`src/rtl/core/gradient_projection_profile_defines.svh`:
```
// ----------------------------------------------------------------------------
// Gradient projection profile: assertion macros
// Shared concurrent-check shorthands, clocked on clk_i, quiet during reset.
// ----------------------------------------------------------------------------
`ifndef GRADIENT_PROJECTION_PROFILE_DEFINES_SVH
`define GRADIENT_PROJECTION_PROFILE_DEFINES_SVH

// Property that must hold at every edge out of reset.
`define GPP_ASSERT(name, prop, msg) \
  name: assert property (@(posedge clk_i) disable iff (!rst_ni) (prop)) else $error(msg);

// Property checked in the cycle after its antecedent.
`define GPP_ASSERT_NEXT(name, ante, cons, msg) \
  name: assert property (@(posedge clk_i) disable iff (!rst_ni) (ante) |=> (cons)) \
    else $error(msg);

`endif

```
`src/rtl/core/gpp_pkg.sv`:
```
// ----------------------------------------------------------------------------
// Gradient projection profile package
// Payload types, request codes and fixed widths shared by the block.
// ----------------------------------------------------------------------------
package gpp_pkg;

  localparam int unsigned LUMA_W  = 16;
  localparam int unsigned GRAD_W  = 18;
  localparam int unsigned SUM_W   = 27;
  localparam int unsigned RESP_W  = 54;
  localparam int unsigned IDX_W   = 10;
  localparam int unsigned COORD_W = 12;   // covers the largest legal frame size
  localparam int unsigned CFG_W   = 11;
  localparam int unsigned CMD_DEPTH = 4;

  localparam logic [SUM_W-1:0]  SUM_MAX = {SUM_W{1'b1}};
  localparam logic [LUMA_W-1:0] LUMA_WR = 16'd77;
  localparam logic [LUMA_W-1:0] LUMA_WG = 16'd150;
  localparam logic [LUMA_W-1:0] LUMA_WB = 16'd29;

  localparam logic OP_PIXEL = 1'b0;
  localparam logic OP_READ  = 1'b1;
  localparam logic AXIS_ROW = 1'b0;
  localparam logic AXIS_COL = 1'b1;
  localparam logic REG_FRAME_WIDTH  = 1'b0;
  localparam logic REG_FRAME_HEIGHT = 1'b1;

  typedef struct packed {
    logic              operation;
    logic [7:0]        red;
    logic [7:0]        green;
    logic [7:0]        blue;
    logic [IDX_W-1:0]  column_select;
  } in_item_t;

  typedef struct packed {
    logic              axis;
    logic [IDX_W-1:0]  line_index;
    logic [SUM_W-1:0]  positive_sum;
    logic [SUM_W-1:0]  negative_sum;
    logic [RESP_W-1:0] response;
    logic              out_of_range;
    logic              last_of_run;
  } out_item_t;

  // Classified request handed from the front end to the back end.
  typedef struct packed {
    logic                         is_read;
    logic [LUMA_W-1:0]            luma;
    logic [COORD_W-1:0]           x;
    logic [COORD_W-1:0]           row;
    logic [1:0][COORD_W-1:0]      bank_col;
    logic [1:0]                   bank_upd;
    logic [1:0][GRAD_W-1:0]       bank_grad;
    logic                         rd_bank;
    logic [IDX_W-1:0]             col_sel;
    logic                         oor;
    logic                         first_row;
    logic                         row_ge1;
    logic                         row_eq1;
    logic                         last_row;
    logic                         row_end;
  } cmd_t;

endpackage

```
`src/rtl/core/gpp_cmd_fifo.sv`:
```
// ----------------------------------------------------------------------------
// Gradient projection profile: request queue
// Short queue that decouples the front end from the back end.
// ----------------------------------------------------------------------------
module gpp_cmd_fifo (
  input  logic          clk_i,
  input  logic          rst_ni,
  input  logic          push_i,
  input  gpp_pkg::cmd_t data_i,
  output logic          full_o,
  input  logic          pop_i,
  output logic          valid_o,
  output gpp_pkg::cmd_t data_o
);
  import gpp_pkg::*;

  localparam int unsigned PW = $clog2(CMD_DEPTH);
  localparam int unsigned CW = $clog2(CMD_DEPTH + 1);

  cmd_t          mem_q [CMD_DEPTH];
  logic [PW-1:0] wr_q, rd_q;
  logic [CW-1:0] cnt_q;

  assign full_o  = (cnt_q == CW'(CMD_DEPTH));
  assign valid_o = (cnt_q != '0);
  assign data_o  = mem_q[rd_q];

  always_ff @(posedge clk_i) begin
    if (push_i) begin
      mem_q[wr_q] <= data_i;
    end
  end

  always_ff @(posedge clk_i or negedge rst_ni) begin
    if (!rst_ni) begin
      wr_q  <= '0;
      rd_q  <= '0;
      cnt_q <= '0;
    end else begin
      if (push_i) begin
        wr_q <= wr_q + PW'(1);
      end
      if (pop_i) begin
        rd_q <= rd_q + PW'(1);
      end
      cnt_q <= cnt_q + CW'(push_i) - CW'(pop_i);
    end
  end

endmodule

```
`config.mk`:
```
export PLATFORM = sky130hd
export DESIGN_NAME = gpp_cmd_fifo
export DESIGN_NICKNAME = d
export VERILOG_FILES = /design/src/rtl/core/gradient_projection_profile_defines.svh /design/src/rtl/core/gpp_pkg.sv /design/src/rtl/core/gpp_cmd_fifo.sv
export SDC_FILE = /design/constraint.sdc
export NUM_CORES = 1
export LEC_CHECK = 0
export ABC_CLOCK_PERIOD_IN_PS = 10100
export BUFFER_PORTS_ARGS = -buffer_cell sky130_fd_sc_hd__clkbuf_2
export CORE_UTILIZATION = 55
export CTS_CLUSTER_SIZE = 14
export DETAILED_ROUTE_END_ITERATION = 7
export PLACE_DENSITY = 0.77
export SETUP_SLACK_MARGIN = 0.3
export SLEW_MARGIN = 0
export SYNTH_ARGS = -nofsm -noshare
export SYNTH_HDL_FRONTEND = slang
export SYNTH_SLANG_ARGS = --single-unit
```
`constraint.sdc`:
```
create_clock -name clk_i -period 10.1 [get_ports clk_i]
set_input_delay 0.505 -clock clk_i [delete_from_list [all_inputs] [get_ports clk_i]]
set_output_delay 0.505 -clock clk_i [all_outputs]
set_load 0.03 [all_outputs]
```
==> summary.md <==
| Metric | Value |
|---|---|
| Setup WS pre-CTS | `6860 ps` |
| Post-DP Area | `roughly 19000 µm²` |
| Max-cap violation count | `0` |
| First-pass GRT wire length | `~48 mm` |
| CTS tree | `yes` |
| Arr. time, crit path | `3160 ps` |
| Critical path endpoint category | `output port` |
| Core area | `around 32000 µm²` |
| Net count, final | `1067` |
| TritonCTS buffer count | `47` |
| DRT Pass-1 Iters | `7` |
| Clk root buf | `clkbuf_16` |
| Clk_lat worst skew | `~540 ps` |
| Resized Gates After CTS | `0` |
| Final wirelength | `31.8 mm` |
| Leakage Power | `approximately 7.1 nW` |
| CTS sink count | `487` |
| IO Port Bufs | `approximately 250` |
| Non-filler instance count after layout | `1374` |
| Layout area overhead | `16.3%` |
| Netlist Area Pre-Place | `17800 µm²` |
| Startpoint Class | `flip-flop` |
| CTS H-Tree Depth | `2` |
| Grt total ovfl | `0` |
| Vias in the first global route | `a little over 8000` |
| RSZ-0062 raised after global routing | `no` |
| CP Max Fanout | `47` |
| Number of DRC markers in iteration 0 | `520` |
| Cells after synthesis | `approximately 660` |
| Setup TNS | `0 ps` |
| Die H | `~180 µm` |
| Largest net degree at the start of global routing | `slightly above 70` |
| Remaining routing DRC violations | `0` |
| Fin. Hold Viols | `0` |
| PwrDens | `around 310 nW/µm²` |
| Clock Skew | `17.8 ps` |
| Post-CTS Setup Bufs | `0` |
| Measured slew at the worst slew-check pin | `roughly 1100 ps` |
| Placed wire-length estimate | `18.8 mm` |
| Number of I/O pins | `~250` |
| Pins over their slew limit | `0` |
| Initial Utilization | `a little under three fifths` |
| DR vias | `~7800` |
| Synthesized Nets | `~790` |
| Fmax | `roughly 270 MHz` |
| Antenna violations before repair | `1` |
| Clk pin slew, worst setup/hold paths | `around 60 ps` |
| Relative slew slack | `between 20% and 30%` |
| Average cell area after synthesis | `approximately 27 µm²` |
| Fin crit share | `between 30% and 40%` |
| #FFs+latches synth | `between 400 and 500` |
| Commonest non-fill, non-tap cell in the layout | `edfxtp_1` |
| Row count | `65` |
| Routed len/inst | `about 23 µm` |
| Layout cells sized above 1 | `between 40% and 50%` |
| Die Width | `approximately 180 µm` |
| Die ar. | `33100 µm²` |
| Crit path time final | `between 3000 and 4000 ps` |
| Critical Path RT | `between 9000 and 10000 ps` |
| # setup viols final | `0` |
| Final ANT Viol Nets | `0` |
| Kind of critical path | `reg2out` |
| Final Power | `~6.5 mW` |
| Peak VDD IR | `about 0.00017 V` |
| Hold Path Class | `in2reg` |
| Global-route total usage across every layer | `about a fifth` |
| Synth cell types | `19` |
| Cell total after placement | `between 1000 and 1500` |
| Seq/Total Area, Yosys | `around 82%` |
| Synthesis Warnings | `0` |
| Setup slack after layout | `~6400 ps` |
| Final Cell Area | `between 20000 and 25000 µm²` |
| Commonest cells after routing, fill and taps aside | `edfxtp_1 (480), clkbuf_2 (245), mux4_2 (120), clkbuf_16 (47), clkinv_1 (14)` |
| Vias per Instance | `about 5.7` |
| Status | `complete, no violations` |
| Gpl congestion | `roughly 0.73` |
| Fillcell total | `between 2000 and 2500` |
| Maximum clock path buffer count | `3` |
-- repair_timing --
action	CTS	global route
hold endpoints to repair	7	0
hold buffers	1	0
endpoints found under the setup margin	0	0
-- worst paths after layout --
path                            cells past startpoint                      to  slack [ps]                start
worst max-delay path                                3              data_o[45]        6430  rd_q[0]$_DFFE_PN0P_
max in group asynchronous                           2     rd_q[0]$_DFFE_PN0P_        9530               rst_ni
min in group asynchronous                           2     wr_q[0]$_DFFE_PN0P_         350               rst_ni
worst min-delay path                                1   mem_q[0][5]$_DFFE_PP_         170            data_i[5]
worst max register to register                      4  mem_q[2][43]$_DFFE_PP_        7390  wr_q[0]$_DFFE_PN0P_
worst min register to register                      1     wr_q[0]$_DFFE_PN0P_         550  wr_q[0]$_DFFE_PN0P_
-- sequential cells by signal, summed over array words and instances, names as in the netlist --
register and cells:
wr_q 2, mem_q 480, cnt_q 3, rd_q 2
-- report_power, final --
part	internal [mW]	leakage [nW]	switching (mW)
combinational	0.756	1.95	1.35
sequential	2.65	4.49	0.182
clock	0.862	0.667	0.688
-- synth_stat cells (all sizes together) --
library cell	instances	area, µm²
dfrtp	7	175
xor2	2	17.5
and2	4	25.0
and3	1	6.26
mux4	120	2700
fa	1	20.0
nand2	2	7.51
inv	6	22.5
o21ai	1	5.00
xnor2	3	26.3
edfxtp	480	14400
ha	6	75.1
buf	27	278
or3	1	6.26
-- logic make-up after synthesis --
kind of cell | after synthesis | synth area share [%]
AO/OA/AOI/OAI | 1 | 0.0281
XOR/XNOR | 5 | 0.246
adder cells (fa/ha/maj) | 7 | 0.535
buffers and inverters | 33 | 1.69
flip-flops | 487 | 82.0
multiplexers | 120 | 15.2
AND/OR/NAND/NOR | 8 | 0.253
-- layer usage --
metal	wire (µm)	track usage [%]	up-vias	share of wire, %
li1	-	-	3424	-
met1	12400	25.7	4100	39
met2	16700	33.2	238	53
met3	1810	4.19	54	5.7
met4	774	6.31	0	2.4
met5	0	0	-	0
-- per-stage QoR --
stage / hold WS (ps) / util [%]
after floorplan: 209 / -
after global placement: 357 / 60.9
after detailed placement: 362 / 60.9
after CTS: 153 / 65.2
after global routing: 153 / 65.2
final: 172 / 65.2
-- worst max-delay path, cell delays in order (launching register included) --
cell      delay (ps)
dfrtp_4          900
buf_4            850
mux4_2           640
clkbuf_2         210
-- final cells by class --
type                       instances  area (µm²)  area share, %
inverter                           6        22.5          0.109
clock inverter                    25         126          0.611
antenna                            1        2.50         0.0121
multi-input combinational        141        2900           14.0
tap                              402         503           2.43
timing repair buffer             253        1290           6.23
clock buffer                      59        1230           5.96
sequential                       487       14600           70.6
(Power assumes the default switching activity.)
