[config.mk]
export PLATFORM = sky130hd
export DESIGN_NAME = gpp_front
export DESIGN_NICKNAME = d
export VERILOG_FILES = /design/src/rtl/core/gradient_projection_profile_defines.svh /design/src/rtl/core/gpp_pkg.sv /design/src/rtl/core/gpp_front.sv
export SDC_FILE = /design/constraint.sdc
export NUM_CORES = 1
export LEC_CHECK = 0
export BUFFER_PORTS_ARGS = -buffer_cell sky130_fd_sc_hd__buf_4
export CAP_MARGIN = 10
export CELL_PAD_IN_SITES_DETAIL_PLACEMENT = 0
export CELL_PAD_IN_SITES_GLOBAL_PLACEMENT = 1
export CORE_MARGIN = 3
export CORE_UTILIZATION = 42
export DETAILED_ROUTE_END_ITERATION = 6
export HOLD_SLACK_MARGIN = 0.02
export PLACE_DENSITY = 0.93
export SYNTH_ARGS = -nofsm -noshare
export SYNTH_HDL_FRONTEND = slang
export SYNTH_SLANG_ARGS = --single-unit
[constraint.sdc]
create_clock -name clk_i -period 9.48 [get_ports clk_i]
set_clock_uncertainty 0.05 [all_clocks]
set_input_delay 0.474 -clock clk_i [delete_from_list [all_inputs] [get_ports clk_i]]
set_output_delay 0.474 -clock clk_i [all_outputs]
set_load 0.01 [all_outputs]
[src/rtl/core/gradient_projection_profile_defines.svh]
// ----------------------------------------------------------------------------
// Gradient projection profile: assertion macros
// Shared concurrent-check shorthands, clocked on clk_i, quiet during reset.
// ----------------------------------------------------------------------------
`ifndef GRADIENT_PROJECTION_PROFILE_DEFINES_SVH
`define GRADIENT_PROJECTION_PROFILE_DEFINES_SVH

// Property that must hold at every edge out of reset.
`define GPP_ASSERT(name, prop, msg) \
  name: assert property (@(posedge clk_i) disable iff (!rst_ni) (prop)) else $error(msg);

// Property checked in the cycle after its antecedent.
`define GPP_ASSERT_NEXT(name, ante, cons, msg) \
  name: assert property (@(posedge clk_i) disable iff (!rst_ni) (ante) |=> (cons)) \
    else $error(msg);

`endif

[src/rtl/core/gpp_pkg.sv]
// ----------------------------------------------------------------------------
// Gradient projection profile package
// Payload types, request codes and fixed widths shared by the block.
// ----------------------------------------------------------------------------
package gpp_pkg;

  localparam int unsigned LUMA_W  = 16;
  localparam int unsigned GRAD_W  = 18;
  localparam int unsigned SUM_W   = 27;
  localparam int unsigned RESP_W  = 54;
  localparam int unsigned IDX_W   = 10;
  localparam int unsigned COORD_W = 12;   // covers the largest legal frame size
  localparam int unsigned CFG_W   = 11;
  localparam int unsigned CMD_DEPTH = 4;

  localparam logic [SUM_W-1:0]  SUM_MAX = {SUM_W{1'b1}};
  localparam logic [LUMA_W-1:0] LUMA_WR = 16'd77;
  localparam logic [LUMA_W-1:0] LUMA_WG = 16'd150;
  localparam logic [LUMA_W-1:0] LUMA_WB = 16'd29;

  localparam logic OP_PIXEL = 1'b0;
  localparam logic OP_READ  = 1'b1;
  localparam logic AXIS_ROW = 1'b0;
  localparam logic AXIS_COL = 1'b1;
  localparam logic REG_FRAME_WIDTH  = 1'b0;
  localparam logic REG_FRAME_HEIGHT = 1'b1;

  typedef struct packed {
    logic              operation;
    logic [7:0]        red;
    logic [7:0]        green;
    logic [7:0]        blue;
    logic [IDX_W-1:0]  column_select;
  } in_item_t;

  typedef struct packed {
    logic              axis;
    logic [IDX_W-1:0]  line_index;
    logic [SUM_W-1:0]  positive_sum;
    logic [SUM_W-1:0]  negative_sum;
    logic [RESP_W-1:0] response;
    logic              out_of_range;
    logic              last_of_run;
  } out_item_t;

  // Classified request handed from the front end to the back end.
  typedef struct packed {
    logic                         is_read;
    logic [LUMA_W-1:0]            luma;
    logic [COORD_W-1:0]           x;
    logic [COORD_W-1:0]           row;
    logic [1:0][COORD_W-1:0]      bank_col;
    logic [1:0]                   bank_upd;
    logic [1:0][GRAD_W-1:0]       bank_grad;
    logic                         rd_bank;
    logic [IDX_W-1:0]             col_sel;
    logic                         oor;
    logic                         first_row;
    logic                         row_ge1;
    logic                         row_eq1;
    logic                         last_row;
    logic                         row_end;
  } cmd_t;

endpackage

[src/rtl/core/gpp_front.sv]
// ----------------------------------------------------------------------------
// Gradient projection profile: front end
// Accepts requests, computes luma and horizontal gradients, tracks the raster
// position and classifies each request for the back end.
// ----------------------------------------------------------------------------
module gpp_front #(
  parameter int unsigned MAX_WIDTH  = 1024,
  parameter int unsigned MAX_HEIGHT = 1024,
  localparam int unsigned WW = $clog2(MAX_WIDTH + 1),
  localparam int unsigned HW = $clog2(MAX_HEIGHT + 1)
) (
  input  logic              clk_i,
  input  logic              rst_ni,
  input  logic [WW-1:0]     width_i,
  input  logic [HW-1:0]     height_i,
  input  logic              in_valid_i,
  output logic              in_stall_o,
  input  gpp_pkg::in_item_t in_data_i,
  output logic              cmd_push_o,
  output gpp_pkg::cmd_t     cmd_o,
  input  logic              cmd_full_i
);
  import gpp_pkg::*;

  localparam int unsigned XW   = $clog2(MAX_WIDTH);
  localparam int unsigned YW   = $clog2(MAX_HEIGHT);
  localparam int unsigned CMPW = (WW > IDX_W) ? WW : IDX_W;

  logic [XW-1:0]            x_q, x_d;
  logic [YW-1:0]            y_q, y_d;
  logic [LUMA_W-1:0]        l1_q, l1_d, l2_q, l2_d;
  logic [LUMA_W-1:0]        luma;
  logic                     accept, is_pix, row_end, last_row, x_ge1, x_eq1;
  logic signed [GRAD_W-1:0] d1, g_inner, g_edge;
  cmd_t                     cmd;

  assign in_stall_o = cmd_full_i;
  assign accept     = in_valid_i && !cmd_full_i;
  assign is_pix     = (in_data_i.operation == OP_PIXEL);

  assign luma = LUMA_W'(in_data_i.red) * LUMA_WR + LUMA_W'(in_data_i.green) * LUMA_WG
              + LUMA_W'(in_data_i.blue) * LUMA_WB;

  assign d1      = $signed({2'b00, luma}) - $signed({2'b00, l1_q});
  assign g_edge  = d1 <<< 1;
  assign g_inner = $signed({2'b00, luma}) - $signed({2'b00, l2_q});

  assign row_end  = (WW'(x_q) + WW'(1)) >= width_i;
  assign last_row = (HW'(y_q) + HW'(1)) >= height_i;
  assign x_ge1    = (x_q != '0);
  assign x_eq1    = (x_q == XW'(1));

  always_comb begin
    cmd         = '0;
    cmd.is_read = !is_pix;
    cmd.luma    = luma;
    cmd.x       = COORD_W'(x_q);
    cmd.row     = COORD_W'(y_q);
    cmd.col_sel = in_data_i.column_select;
    if (is_pix) begin
      cmd.first_row = (y_q == '0);
      cmd.row_ge1   = (y_q != '0);
      cmd.row_eq1   = (y_q == YW'(1));
      cmd.last_row  = last_row;
      cmd.row_end   = row_end;
      // column x-1 lands in the bank of opposite parity to x
      cmd.bank_col[~x_q[0]]  = COORD_W'(x_q) - COORD_W'(1);
      cmd.bank_upd[~x_q[0]]  = x_ge1;
      cmd.bank_grad[~x_q[0]] = x_eq1 ? g_edge : g_inner;
      // right edge: column x takes the backward difference
      cmd.bank_col[x_q[0]]   = COORD_W'(x_q);
      cmd.bank_upd[x_q[0]]   = x_ge1 && row_end;
      cmd.bank_grad[x_q[0]]  = g_edge;
    end else begin
      cmd.rd_bank     = in_data_i.column_select[0];
      cmd.bank_col[0] = COORD_W'(in_data_i.column_select);
      cmd.bank_col[1] = COORD_W'(in_data_i.column_select);
      cmd.oor         = CMPW'(in_data_i.column_select) >= CMPW'(width_i);
    end
  end

  assign cmd_push_o = accept;
  assign cmd_o      = cmd;

  always_comb begin
    x_d  = x_q;
    y_d  = y_q;
    l1_d = l1_q;
    l2_d = l2_q;
    if (accept && is_pix) begin
      l2_d = l1_q;
      l1_d = luma;
      if (row_end) begin
        x_d = '0;
        y_d = last_row ? '0 : y_q + YW'(1);
      end else begin
        x_d = x_q + XW'(1);
      end
    end
  end

  always_ff @(posedge clk_i or negedge rst_ni) begin
    if (!rst_ni) begin
      x_q  <= '0;
      y_q  <= '0;
      l1_q <= '0;
      l2_q <= '0;
    end else begin
      x_q  <= x_d;
      y_q  <= y_d;
      l1_q <= l1_d;
      l2_q <= l2_d;
    end
  end

endmodule

==> key figures, run 1 <==
Critical path
  • Startpoint types: input pin
  • Largest stage delay, worst path: 0.54 ns
  • CP max stage cell: fa_1
  • Most used cell, CP: fa_1
  • Worst Path Buf+Inv: 6
  • Reg2reg start: x_q[0]
  • Worst Setup End Kind: output port
  • Flop-to-flop setup slack: 5.40 ns
  • Worst reg-to-reg path cell count: 13
  • Worst r2r dst: x_q[2]
  • Data required, critical path: 8.96 ns
  • Critical path data arrival time: 8.35 ns
  • Worst-path fanout max: 8
  • CP delay by family, top: adder cells
  • CP Class: input pin to output port

Outcome
  • Status: completed

Final layout
  • Finished Cell Area: 10600 sq um
  • Antenna cells: 0
  • Fraction of layout cells with a size suffix above 1: 17.0%
  • Nets: 1509
  • Area grow syn2layout: 17.8%
  • Fillcell total: 1945

Synthesis
  • Largest family of logic cells by synthesized area: adder cells
  • Most frequent cell after synthesis: inv_1
  • Asr flop ratio synth: 100%
  • Synth area leader: ha_1
  • Xor and xnor area share after synthesis: 6.54%
  • Yosys warns: 0
  • Simple-gate share of the synthesized area: 15.2%
  • Post-synth EDFFs: 0
  • Commonest cells post-synth: inv_1 (164), ha_1 (158), nand2_1 (109)
  • Area share of fa/ha/maj cells after synthesis: 35.0%
  • Top FF cell, synth: dfrtp_1
  • Synth Register Bits: 52
  • Yosys cell types: 65
  • Post-Synthesis Cells: 1092
  • Cell Area, Synth: 8970 sq um
  • Sequential share of the synthesized area: 14.5%
  • Synth area leaders: ha_1 (22%), dfrtp_1 (15%), fa_1 (13%), inv_1 (6.9%), nand2_1 (4.6%)
  • Compound-Gate Fraction of Synth Area: 17.5%
  • Multiplexer share of the synthesized area: 1.26%
  • Post-Synthesis Mean Instance Area: 8.22 sq um
  • Share of the synthesized area in the top cell type: 22.0%

Clock network
  • Clk slew on worst S/H paths: 0.07 ns
  • CTS tree: built
  • CTS Sinks: 52
  • Clock buffer count from CTS: 5
  • CTS Hold Bufs: 0
  • Post-CTS Setup Bufs: 0
  • Clk_lat worst skew: 0.30 ns
  • H-Tree Depth: 2
  • CTS root buffer: clkbuf_16
  • Post_cts resized: 0
  • Clk buf depth: 2

STA
  • Crit share post-route: 93.6%
  • Unrepaired setup endpoints after global routing: false
  • Setup-failing EPs final: 0
  • Post-layout min period: 8.87 ns
  • Slew headroom: 29.2%
  • Fmax achieved: 0.113 GHz
  • Slew Limit Fails: 0
  • Hold WS: 0.144 ns
  • TNS Setup: 0 ns
  • Slew at the pin closest to its max-slew limit: 1.06 ns
  • Final hold vios: 0

Routing
  • Number of vias per cell: 5.24
  • Final wirelength: 23400 um
  • DRC: 0
  • DR WL/cell: 15.6 um
  • Post-route antenna net violation count: 0
  • DR pass1 iterations: 4
  • DRT iter0 DRCs: 437
  • Via count: 7869

Global routing
  • Number of global-route vias before repair: 7532
  • Grt total ovfl: 0
  • Largest net degree at the start of global routing: 64
  • First-pass GRT wire length: 38400 um
  • GRT Overall Usage: 19.5%
  • Initial antenna violation count: 0

Floorplanning
  • Die ar.: 23200 sq um
  • Num rows: 52
  • Die span in y: 152 um
  • Die X: 152 um
  • Initial Util: 43.5%
  • I/O pin count: 183
  • Core Region: 20600 sq um

Worst hold path
  • Hold Crit Class: input pin to asynchronous set/reset pin

Job
  • Max-cap violation count: 0

Placed design
  • GPL Wtd Cong: 0.857
  • Hpwl dp: 19600 um
  • IO buf count: 178
  • Placement Cell Area: 10400 sq um
==> layer usage <==
metal | routed length (um) | GRT usage, % | vias to the layer above
li1 | - | - | 3946
met1 | 11200 | 27.7 | 3777
met2 | 11300 | 32.9 | 129
met3 | 758 | 2.64 | 17
met4 | 185 | 2.27 | 0
met5 | 0 | 0 | -
==> through the flow <==
stage / utilization (%) / setup slack, ns / cells
final: 51.2 / 0.606 / 1503
after global routing: 51.2 / 0.182 / 1503
after CTS: 51.2 / 0.555 / 1503
after detailed placement: 50.4 / 0.570 / 1495
after global placement: 50.4 / 0.689 / 1495
after floorplan: - / 1.26 / 1095
==> how the worst max path moves through the flow <==
| stage | slack (ns) | start | to | cells after the start |
|---|---|---|---|---|
| global route | 0.18 | in_data_i[22] | cmd_o[34] | 28 |
| finish | 0.61 | in_data_i[22] | cmd_o[34] | 28 |
| CTS | 0.56 | in_data_i[22] | cmd_o[34] | 28 |
| floorplan | 1.26 | in_data_i[22] | cmd_o[50] | 25 |
| detailed placement | 0.57 | in_data_i[22] | cmd_o[34] | 28 |
| global placement | 0.69 | in_data_i[22] | cmd_o[34] | 28 |
==> layout by cell type (no fill, tap or decap), drive strengths merged, types with 3 or more instances in the layout <==
cell    instances
fa             58
or3             4
nor4            4
o211ai         10
o31a            3
nor2           64
a21o           20
buf           180
or4             5
nand3          14
a31oi           6
a211o           4
nor2b          24
a22o           13
and3           15
and2            5
xor2           26
mux2           10
nor3           21
a21oi          67
o21a           20
conb            4
dfrtp          52
nand4           7
xnor2          41
ha            158
a211oi          8
o22ai           4
inv           164
o31ai           4
o21ai          63
nand2         110
nand2b         11
clkbuf          6
==> cell families (layout without fill, tap and decap cells) <==
family                   after synthesis  count (layout)
adder cells (fa/ha/maj)              216             216
multiplexers                          10              10
AO/OA/AOI/OAI                        243             243
buffers and inverters                215             353
flip-flops                            52              52
XOR/XNOR                              67              67
AND/OR/NAND/NOR                      288             288
other                                  1               4
==> cell type report <==
class | count | area [sq um] | area share (%)
clock buffers | 6 | 139 | 1.31
clock inverters | 2 | 38.8 | 0.367
inverters | 165 | 619 | 5.86
multi-input cells | 828 | 6780 | 64.2
flip-flops and latches | 52 | 1300 | 12.3
well taps | 270 | 338 | 3.20
repair buffers | 180 | 1350 | 12.8
==> registers in the layout, summed over array words and instances, names as in the netlist <==
signal / count
y_q: 10
l1_q: 16
l2_q: 16
x_q: 10
Power of run 1 is left out: the tool's default activity adds up to more than one toggle a clock period on the data nets, which glitch-free logic cannot reach.
==> run 2: changes to the inputs <==
--- a/config.mk
+++ b/config.mk
@@ -5,15 +5,15 @@
 export SDC_FILE = /design/constraint.sdc
 export NUM_CORES = 1
 export LEC_CHECK = 0
+export ABC_AREA = 1
 export BUFFER_PORTS_ARGS = -buffer_cell sky130_fd_sc_hd__buf_4
-export CAP_MARGIN = 10
 export CELL_PAD_IN_SITES_DETAIL_PLACEMENT = 0
 export CELL_PAD_IN_SITES_GLOBAL_PLACEMENT = 1
 export CORE_MARGIN = 3
-export CORE_UTILIZATION = 42
+export CORE_UTILIZATION = 41
 export DETAILED_ROUTE_END_ITERATION = 6
 export HOLD_SLACK_MARGIN = 0.02
-export PLACE_DENSITY = 0.93
+export PLACE_DENSITY = 0.94
 export SYNTH_ARGS = -nofsm -noshare
 export SYNTH_HDL_FRONTEND = slang
 export SYNTH_SLANG_ARGS = --single-unit
==> key figures, run 2 <==
STA
  • Final hold vios: 0
  • Slew Limit Fails: 0
  • Slew at the pin closest to its max-slew limit: 1.02 ns
  • Hold WS: 0.145 ns
  • Fmax achieved: 0.121 GHz
  • Slew headroom: 31.9%
  • Unrepaired setup endpoints after global routing: false
  • Setup-failing EPs final: 0
  • Post-layout min period: 8.28 ns
  • Crit share post-route: 87.3%
  • TNS Setup: 0 ns

Critical path
  • Worst reg-to-reg path cell count: 12
  • Worst Setup End Kind: output port
  • Critical path endpoint: cmd_o[33]
  • Startpoint types: input pin
  • Worst setup path startpoint: in_data_i[22]
  • Worst r2r dst: x_q[7]
  • CP Class: input pin to output port
  • Worst-path fanout max: 5
  • Reg2reg start: x_q[0]
  • Largest stage delay, worst path: 0.54 ns
  • Data required, critical path: 8.96 ns
  • Flop-to-flop setup slack: 6.05 ns
  • CP max stage cell: fa_1
  • Critical path data arrival time: 7.75 ns

Synthesis
  • Synth area leaders: ha_1 (20%), nand2_1 (15%), dfrtp_1 (13%), fa_1 (12%), inv_1 (11%)
  • Yosys cell types: 50
  • Top FF cell, synth: dfrtp_1
  • Commonest cells post-synth: nand2_1 (396), inv_1 (300), ha_1 (158)
  • Share of the synthesized area in the top cell type: 20.0%
  • Cell Area, Synth: 9900 sq um
  • Synth area leader: ha_1
  • Post-Synthesis Cells: 1454
  • Post-Synthesis Mean Instance Area: 6.81 sq um
  • Post-synth EDFFs: 0
  • Most frequent cell after synthesis: nand2_1
  • Asr flop ratio synth: 100%
  • Sequential share of the synthesized area: 13.1%
  • Yosys warns: 0
  • Synth Register Bits: 52

Clock network
  • H-Tree Depth: 2
  • CTS Hold Bufs: 0
  • Post_cts resized: 0
  • CTS tree: built
  • Post-CTS Setup Bufs: 0
  • Clk_lat worst skew: 0.31 ns
  • CTS Sinks: 52
  • Clock buffer count from CTS: 5
  • Clk slew on worst S/H paths: 0.08 ns
  • CTS root buffer: clkbuf_16
  • Clk buf depth: 2

Placed design
  • IO buf count: 178
  • GPL Wtd Cong: 0.915
  • Placed cell count: 1913
  • Hpwl dp: 23500 um

Job
  • Max-cap violation count: 0

Global routing
  • Grt total ovfl: 0
  • Initial antenna violation count: 0
  • Number of global-route vias before repair: 9240
  • GRT Overall Usage: 21.0%
  • Largest net degree at the start of global routing: 53
  • First-pass GRT wire length: 45200 um

Final layout
  • Largest regs: l1_q: 16 flops, l2_q: 16 flops
  • Post-layout util: 48.8%
  • Most frequent cells in the layout: nand2_1 (396), inv_1 (300), buf_4 (179)
  • Fraction of layout cells with a size suffix above 1: 13.2%
  • FF/Latch Area: 1300 sq um
  • Nets: 1878
  • Commonest non-fill, non-tap cell in the layout: nand2_1
  • Multi-input gate area: 7180 sq um
  • Final Instance Count excl. Fillers: 1921
  • Antenna cells: 0
  • Fillcell total: 2411
  • Area grow syn2layout: 16.5%

Outcome
  • Status: completed

Routing
  • DRT iter0 DRCs: 391
  • Post-route antenna net violation count: 0
  • Via count: 9442
  • DR pass1 iterations: 5
  • DRC: 0
  • Number of vias per cell: 4.92
  • Final wirelength: 27000 um
  • DR WL/cell: 14.1 um

Floorplanning
  • Initial Util: 41.9%
  • Die ar.: 26000 sq um
  • Die span in y: 161 um
  • Num rows: 56
  • Die X: 161 um
  • I/O pin count: 183
  • Core Region: 23600 sq um

Worst hold path
  • Hold Crit Class: input pin to asynchronous set/reset pin
[run 2: changes by cell type after synthesis, sizes merged, moves of 15 or more]
| cell | previous run | this run |
|---|---|---|
| xnor2 | 41 | 21 |
| nor2b | 24 | 0 |
| nand4 | 7 | 22 |
| inv | 164 | 306 |
| o21a | 20 | 5 |
| nand3 | 14 | 106 |
| nand2 | 110 | 397 |
| a21o | 20 | 1 |
[run 2: stage by stage]
| step | area (sq um) | setup WS, ns |
|---|---|---|
| after floorplan | 9910 | 1.98 |
| after global placement | 11400 | 1.30 |
| after detailed placement | 11400 | 1.19 |
| after CTS | 11500 | 1.17 |
| after global routing | 11500 | 0.523 |
| final | 11500 | 1.20 |
[run 2: metal layers]
layer	GRT usage (%)	part of all wire, %	vias to the layer above
li1	-	-	4870
met1	28.2	45	4300
met2	36.4	47	238
met3	2.00	5.0	34
met4	5.59	2.2	0
met5	0	0	-
[run 2: final cells by class]
class,count,area share [%]
Sequential cell,52,11.3
Timing Repair Buffer,179,11.7
Inverter,307,10.0
Multi-Input combinational cell,1056,62.3
Clock buffer,5,1.08
Clock inverter,3,0.228
Tap cell,319,3.46
[run 2: how the worst min path moves through the flow]
stage | from | slack (ns) | end | cells after the start
global route | rst_ni | 0.21 | l2_q[0] | 1
global placement | l1_q[11] | 0.41 | l1_q[11] | 2
detailed placement | l1_q[13] | 0.42 | l1_q[13] | 2
floorplan | rst_ni | 0.13 | l1_q[0] | 0
CTS | rst_ni | 0.17 | l2_q[0] | 1
finish | rst_ni | 0.15 | l2_q[0] | 1
[run 2: cell families after synthesis]
family	after synthesis	synth area share (%)
flops	52	13.1
xor+xnor	46	4.07
other cells	1	0.0379
buf+inv	349	14.4
fa+ha+maj	216	31.7
simple gates	629	27.5
compound gates	161	9.11
[run 2: worst max-delay path, delay by kind of cell]
family | cells | cell delay (ns)
fa+ha+maj | 11 | 4.38
compound gates | 6 | 1.22
simple gates | 8 | 0.95
buf+inv | 8 | 0.55
xor+xnor | 1 | 0.14
Power of run 2 is left out for the same reason.
